--- src/rtl/sbde_pkg.sv ---
package sbde_pkg;

    // Default sizing of the bag store
    localparam int DEF_MAX_ITEMS = 128;
    localparam int DEF_NUM_BAGS  = 7;

    // Fixed field widths
    localparam int BAG_W   = 3;
    localparam int RND_W   = 31;
    localparam int ITEM_W  = 7;
    localparam int SIZE_RW = 8;
    localparam int CALC_W  = 9;

    // Size registers and their reset values
    localparam int CFG_REGS = 7;
    localparam logic [SIZE_RW-1:0] SIZE_RESET [CFG_REGS] = '{
        8'd119, 8'd78, 8'd98, 8'd3, 8'd15, 8'd6, 8'd3
    };

    // Access request to the order memory
    typedef struct packed {
        logic rd;
        logic wr;
    } ram_op_t;

endpackage

--- src/rtl/sbde_mod_serial.sv ---
module sbde_mod_serial #(
    parameter int DIV_W = 8
) (
    input  logic                          clk,
    input  logic                          rst_n,
    input  logic                          start,
    input  logic [sbde_pkg::RND_W-1:0]    dividend,
    input  logic [DIV_W-1:0]              divisor,
    output logic                          done,
    output logic [DIV_W-1:0]              remainder
);
    import sbde_pkg::*;

    localparam int CNT_W = $clog2(RND_W + 1);

    logic [RND_W-1:0] num_reg;
    logic [DIV_W-1:0] div_reg;
    logic [DIV_W-1:0] rem_reg;
    logic [CNT_W-1:0] cnt_reg;
    logic             done_reg;
    logic [DIV_W:0]   trial;
    logic [DIV_W-1:0] rem_next;

    // Shift one dividend bit into the partial remainder, subtract if it fits
    always_comb
    begin
        trial = {rem_reg, num_reg[RND_W-1]};
        if (trial >= {1'b0, div_reg})
        begin
            rem_next = DIV_W'(trial - {1'b0, div_reg});
        end
        else
        begin
            rem_next = trial[DIV_W-1:0];
        end
    end

    // Load on start, then one bit per cycle
    always_ff @(posedge clk or negedge rst_n)
    begin
        if (!rst_n)
        begin
            cnt_reg  <= '0;
            done_reg <= 1'b0;
        end
        else
        begin
            done_reg <= 1'b0;
            if (start)
            begin
                cnt_reg <= CNT_W'(RND_W);
            end
            else if (cnt_reg != '0)
            begin
                cnt_reg <= cnt_reg - 1'b1;
                if (cnt_reg == CNT_W'(1))
                begin
                    done_reg <= 1'b1;
                end
            end
        end
    end

    // Datapath registers
    always_ff @(posedge clk)
    begin
        if (start)
        begin
            num_reg <= dividend;
            div_reg <= divisor;
            rem_reg <= '0;
        end
        else if (cnt_reg != '0)
        begin
            num_reg <= {num_reg[RND_W-2:0], 1'b0};
            rem_reg <= rem_next;
        end
    end

    assign done      = done_reg;
    assign remainder = rem_reg;

endmodule

--- config.mk ---
export PLATFORM = sky130hd
export DESIGN_NAME = sbde_mod_serial
export DESIGN_NICKNAME = d
export VERILOG_FILES = /design/src/rtl/sbde_pkg.sv /design/src/rtl/sbde_mod_serial.sv
export SDC_FILE = /design/constraint.sdc
export NUM_CORES = 1
export LEC_CHECK = 0
export BUFFER_PORTS_ARGS = -buffer_cell sky130_fd_sc_hd__buf_2
export CAP_MARGIN = 30
export CORE_UTILIZATION = 45
export CTS_CLUSTER_DIAMETER = 50
export DETAILED_ROUTE_END_ITERATION = 10
export PLACE_DENSITY = 0.76
export SYNTH_ARGS = -nofsm -noshare
export SYNTH_HDL_FRONTEND = slang
export SYNTH_SLANG_ARGS = --single-unit
export TNS_END_PERCENT = 30
--- constraint.sdc ---
create_clock -name clk -period 2.5 [get_ports clk]
set_input_delay 0.125 -clock clk [delete_from_list [all_inputs] [get_ports clk]]
set_output_delay 0.125 -clock clk [all_outputs]
set_load 0.005 [all_outputs]
==> results of run 1 <==
## synth_stat cells, types with 2 or more instances
cell	instances	share of area [%]
edfxtp_1	39	44
mux2_2	30	13
inv_1	15	2.1
nor2_1	13	1.8
ha_1	11	5.2
dfxtp_1	8	6.1
clkbuf_1	7	0.99
a21oi_1	6	1.1
dfrtp_1	6	5.7
mux2i_1	5	1.9
nand2b_1	5	1.2
o21ai_0	5	0.95
nand2_1	4	0.57
a211oi_1	3	0.85
a21o_1	3	0.85
a311oi_1	3	0.99
a31oi_1	3	0.71
and2_1	3	0.71
and3_1	3	0.71
buf_6	3	1.3
nor3_1	3	0.57
xor2_1	3	0.99
nor4_1	2	0.47
o21a_1	2	0.57
o31ai_1	2	0.57
or3_1	2	0.47
xnor2_1	2	0.66
## metrics by stage
stage	hold WS (ns)	power [mW]	util [%]	worst slack, ns
4_1_cts	0.07879	2.405	56.07	0.2856
2_1_floorplan	-0.1706	1.735	-	0.5700
3_3_place_gp	-0.04511	1.858	52.75	0.3721
3_5_place_dp	-0.04431	1.881	52.75	0.3081
6_report	0.08443	2.390	56.07	0.2674
5_1_grt	0.09279	2.535	56.07	0.1375
## layer usage
metal	global-route usage [%]	routed length (microns)	up-vias
li1	-	-	874
met1	22.51	2257	836
met3	5.000	252	9
met2	27.22	2196	51
met4	6.481	95	0
met5	0	0	-
## cells by family after synthesis
family                     Yosys count  share of synthesized area, %
muxes                               35                         14.68
adders and majority gates           12                         5.966
AOI/OAI and AO/OA                   34                         9.280
buffers and inverters               26                         4.593
xor gates and xnor gates             5                         1.657
DFF                                 53                         56.06
and+or+nand+nor                     40                         7.765
## worst paths after layout
path,start,endpoint,cells after the start
worst min-delay path,dividend[0],num_reg[0],2
max in group asynchronous,rst_n,cnt_reg[1],2
min in group asynchronous,rst_n,cnt_reg[3],2
worst max register to register,remainder[4],remainder[1],6
worst max-delay path,remainder[4],remainder[1],6
worst min register to register,remainder[7],remainder[7],2
## power by group through the flow
stage / Sequential [mW] / Combinational [mW] / Clock, mW
final: 1.14 / 0.743 / 0.510
after global routing: 1.15 / 0.826 / 0.554
after CTS: 1.14 / 0.743 / 0.524
after detailed placement: 1.16 / 0.725 / 0
after global placement: 1.15 / 0.706 / 0
after floorplan: 1.14 / 0.594 / 0
## what timing repair did
item	in CTS	in global routing
resized for setup	0	0
hold endpoints to repair	14	0
hold buffers	9	0
## layout make-up
| class | count | area (sq um) | area share (%) |
|---|---|---|---|
| well taps | 72 | 90.09 | 2.882 |
| repair buffers | 62 | 362.8 | 11.61 |
| clock inverters | 3 | 26.28 | 0.8407 |
| flip-flops and latches | 53 | 1481 | 47.40 |
| clock buffers | 5 | 68.82 | 2.202 |
| inverters | 15 | 56.30 | 1.801 |
| multi-input cells | 126 | 1040 | 33.27 |
==> results.yml, run 1 <==
timing:
  hold_viol: 0
  rsz0062_at_grt: "false"
  setup_viol: 0
  finalMaxSlewViolations: 0
  finalCritPeriodShare_pct: 89.30
  clock-skew-final_ns: 0.01196
  fin_setup_tns_ns: 0
  relSlewSlack_pct: 67.26
  max_freq_mhz: 447.9
  min_period_ns: 2.233
  tightest_slew_ns: 0.4911
floorplanning:
  dieHeight_microns: 78.63
  io_pins: 51
  die-area_sq_um: 6183
  coreArea_sq_um: 5574
  rows: 27
  die_x_microns: 78.63
  initial_core_util_pct: 47.41
layout:
  instances_no_fill: 336
  layout_common_cells: "buf_2 (50), edfxtp_1 (39), mux2_2 (30)"
  num_antenna_cells: 0
  final_common_cell: "buf_2"
  final_cell_area_sq_um: 3126
  largest_reg_flops: 31
  finalNetCount: 317
  area_growth_pct: 18.28
  fill_cells: 506
  drive_gt1_share_pct: 35.61
worst_setup_path:
  cpMaxStageDelayCell: "o21a_1"
  start_kind: "flip-flop"
  crit_fanout: 11
  crit_buf_inv: 0
  rrSetupSlack_ns: 0.27
  crit_family: "compound AO/OA/AOI/OAI gates"
  cp.required_ns: 2.71
  max_stage_delay_ns: 0.46
  end_kind: "flip-flop"
  crit_chain: "ha_1 -> and3_1 -> a221oi_2 -> o21a_1 -> nor4_1 -> a311o_1"
  cp.arrival_ns: 2.45
  crit_type: "reg -> reg"
grt:
  antenna_found_initial: 0
  grt_pass1_vias: 1781
  grt_pass1_wl_microns: 8197
  grt_usage_pct: 17.31
  grt-ovfl-total: 0
  grt_max_degree: 40
clock_tree:
  htreeDepth: 2
  clock-sinks: 53
  clk_latency_ns: 0.31
  clkTransAtPathRegs_ns: 0.11
  cts_buffer_depth: 2
  cts_tree: "done"
  numCtsBuffers: 5
  root_buffer: "clkbuf_8"
  post-cts-setup-buffer-count: 0
logic_synthesis:
  synth.avg_cell_area_sq_um: 12.89
  yosysSeqAreaShare_pct: 56.06
  yosys_warnings: 0
  synthCells: 205
  synth_seq_cells: 53
  syn_area_sq_um: 2643
  postSynth.asyncResetShare_pct: 11.32
  synth_edf_count: 39
  synth_ff_type: "edfxtp_1"
  syn-num-nets: 259
  ys_types: 41
hold_path:
  min_path_type: "in -> reg"
power_and_ir_drop:
  power_density_nw_per_um2: 764.8
  vdd_drop_max_mv: 0.3505
  p_sw_mw: 0.7561
  power.internal_mw: 1.634
  switching_share_pct: 31.63
  p_seq_share_pct: 47.6
  pwr-share-comb_pct: 31.1
  p_clk_share_pct: 21.3
  leakagePower_nw: 1.355
drt:
  first_pass_iters: 4
  num_vias: 1770
  final_antenna_net_count: 0
  drt-initial-drc-count: 117
  drc: 0
  wl_per_cell_microns: 14.29
  wl_microns: 4801
  routed_via_density: 5.268
place:
  io_buffers: 50
  dp.cells: 319
  dpl_cell_area_sq_um: 2940
  gp_congestion: 0.8425
  dp_hpwl_microns: 3300
outcome:
  status: "finished clean"
flow_run:
  max-cap-violations: 0
Power figures use the tool's default switching activity.
==> inputs of run 2 (changes only) <==
--- a/config.mk
+++ b/config.mk
@@ -7,9 +7,11 @@
 export LEC_CHECK = 0
 export BUFFER_PORTS_ARGS = -buffer_cell sky130_fd_sc_hd__buf_2
 export CAP_MARGIN = 30
+export CORE_ASPECT_RATIO = 2
 export CORE_UTILIZATION = 45
 export CTS_CLUSTER_DIAMETER = 50
 export DETAILED_ROUTE_END_ITERATION = 10
+export HOLD_SLACK_MARGIN = 0.15
 export PLACE_DENSITY = 0.76
 export SYNTH_ARGS = -nofsm -noshare
 export SYNTH_HDL_FRONTEND = slang
==> run 2 against run 1 <==
Largest cell class unchanged. Clock skew is 0.0070 ns lower. Combinational power grew 7.0%. Cell count increased by 5.1%. Die area rose by 0.30%. Sequential power is essentially flat. Design area grew 10%. Non-clock buffer count rose by 28.
==> results.yml, run 2 (synthesis gave the netlist of run 1 again) <==
outcome:
  status: "finished clean"
power_and_ir_drop:
  vdd_drop_max_mv: 0.6480
  power_density_nw_per_um2: 758.9
  leakagePower_nw: 1.493
  p_total_mw: 2.608
hold_path:
  timing.hold.worst.start: "dividend[7]"
  min_path_type: "in -> reg"
place:
  io_buffers: 50
  gp_congestion: 0.8514
  place_ws_ns: 0.2903
  dp_hpwl_microns: 3653
  dpl_cell_area_sq_um: 2934
clock_tree:
  post-cts-setup-buffer-count: 0
  numCtsBuffers: 5
  root_buffer: "clkbuf_16"
  clk_latency_ns: 0.29
  cts_buffer_depth: 2
  cts_tree: "done"
  clock-sinks: 53
  htreeDepth: 2
  clkTransAtPathRegs_ns: 0.07
  holdBufCountCts: 36
  cts_resized: 0
worst_setup_path:
  cp.required_ns: 2.69
  crit_fanout: 11
  start_kind: "flip-flop"
  end_kind: "flip-flop"
  reg2reg_from: "div_reg[5]"
  cp.arrival_ns: 2.41
  cp-startpoint: "div_reg[5]"
  crit_type: "reg -> reg"
timing:
  tightest_slew_ns: 0.6655
  setup_viol: 0
  relSlewSlack_pct: 55.63
  clock-skew-final_ns: 0.004989
  worst_slack_ns: 0.2758
  fin_setup_tns_ns: 0
  rsz0062_at_grt: "false"
  hold_viol: 0
  finalMaxSlewViolations: 0
  min_period_ns: 2.224
  finalCritPeriodShare_pct: 88.97
  max_freq_mhz: 449.6
flow_run:
  max-cap-violations: 0
drt:
  drt-initial-drc-count: 37
  final_antenna_net_count: 0
  routed_via_density: 5.357
  drc: 0
  first_pass_iters: 4
  num_vias: 1891
  wl_per_cell_microns: 15.51
  wl_microns: 5476
layout:
  final_common_cell: "buf_2"
  fin_util_pct: 60.72
  area_growth_pct: 30.07
  fill_cells: 444
  num_antenna_cells: 0
  largest_reg_flops: 31
  final_cell_area_sq_um: 3437
  layout_common_cells: "buf_2 (50), edfxtp_1 (39), dlygate4sd3_1 (36)"
  finalNetCount: 345
  drive_gt1_share_pct: 32.53
floorplanning:
  rows: 39
  die-area_sq_um: 6201
  coreArea_sq_um: 5660
  die_x_microns: 56.19
  dieHeight_microns: 110.4
  initial_core_util_pct: 46.68
  io_pins: 51
grt:
  grt_pass1_wl_microns: 8756
  grt_pass1_vias: 1915
  grt_max_degree: 32
  antenna_found_initial: 0
  grt-ovfl-total: 0
  grt_usage_pct: 18.79
[run 2: changes by cell type in the layout (fill, tap and decap cells not counted), sizes merged]
| cell | before | now |
|---|---|---|
| dlygate4sd3 | 9 | 36 |
| buf | 53 | 54 |
| clkinvlp | 0 | 1 |
| inv | 16 | 15 |
[run 2: worst paths after layout]
path | end | depth (start not counted) | slack, ns
min in group asynchronous | cnt_reg[2] | 2 | 0.18
max reg2reg | remainder[1] | 7 | 0.28
min | num_reg[7] | 2 | 0.15
max in group asynchronous | cnt_reg[1] | 2 | 2.18
max | remainder[1] | 7 | 0.28
min reg2reg | remainder[7] | 2 | 0.50
[run 2: worst max-delay path: stages, from the launching register on]
cell and delay, ns:
edfxtp_1 0.33, inv_1 0.04, ha_1 0.37, and3_1 0.25, a221oi_2 0.23, o21a_1 0.48
nor4_1 0.09, a311o_1 0.32
[run 2: where the power goes]
group          switching, mW  leakage (nW)  internal [mW]
Clock                  0.309        0.0696          0.368
Combinational          0.402         0.888          0.393
Sequential            0.0696         0.535           1.07
[run 2: through the flow]
step                hold WS, ns  cells
detailed placement     -0.03828    309
CTS                      0.1529    353
finish                   0.1513    353
floorplan               -0.1706    205
global route             0.1551    353
global placement       -0.04148    309
[run 2: layer usage]
metal | global-route usage (%) | up-vias | part of all wire [%]
met1 | 18.55 | 895 | 37
met4 | 12.37 | 0 | 3.5
met3 | 3.384 | 15 | 3.1
li1 | - | 931 | -
met5 | 0 | - | 0
met2 | 35.20 | 50 | 56
[run 2: layout make-up]
type	count	area [sq um]	area share, %
clock inverter	3	17.52	0.5096
tap	61	76.32	2.221
inverter	15	56.30	1.638
multi-input combinational	126	1040	30.25
timing repair buffer	90	640.6	18.64
sequential	53	1481	43.10
clock buffer	5	125.1	3.640
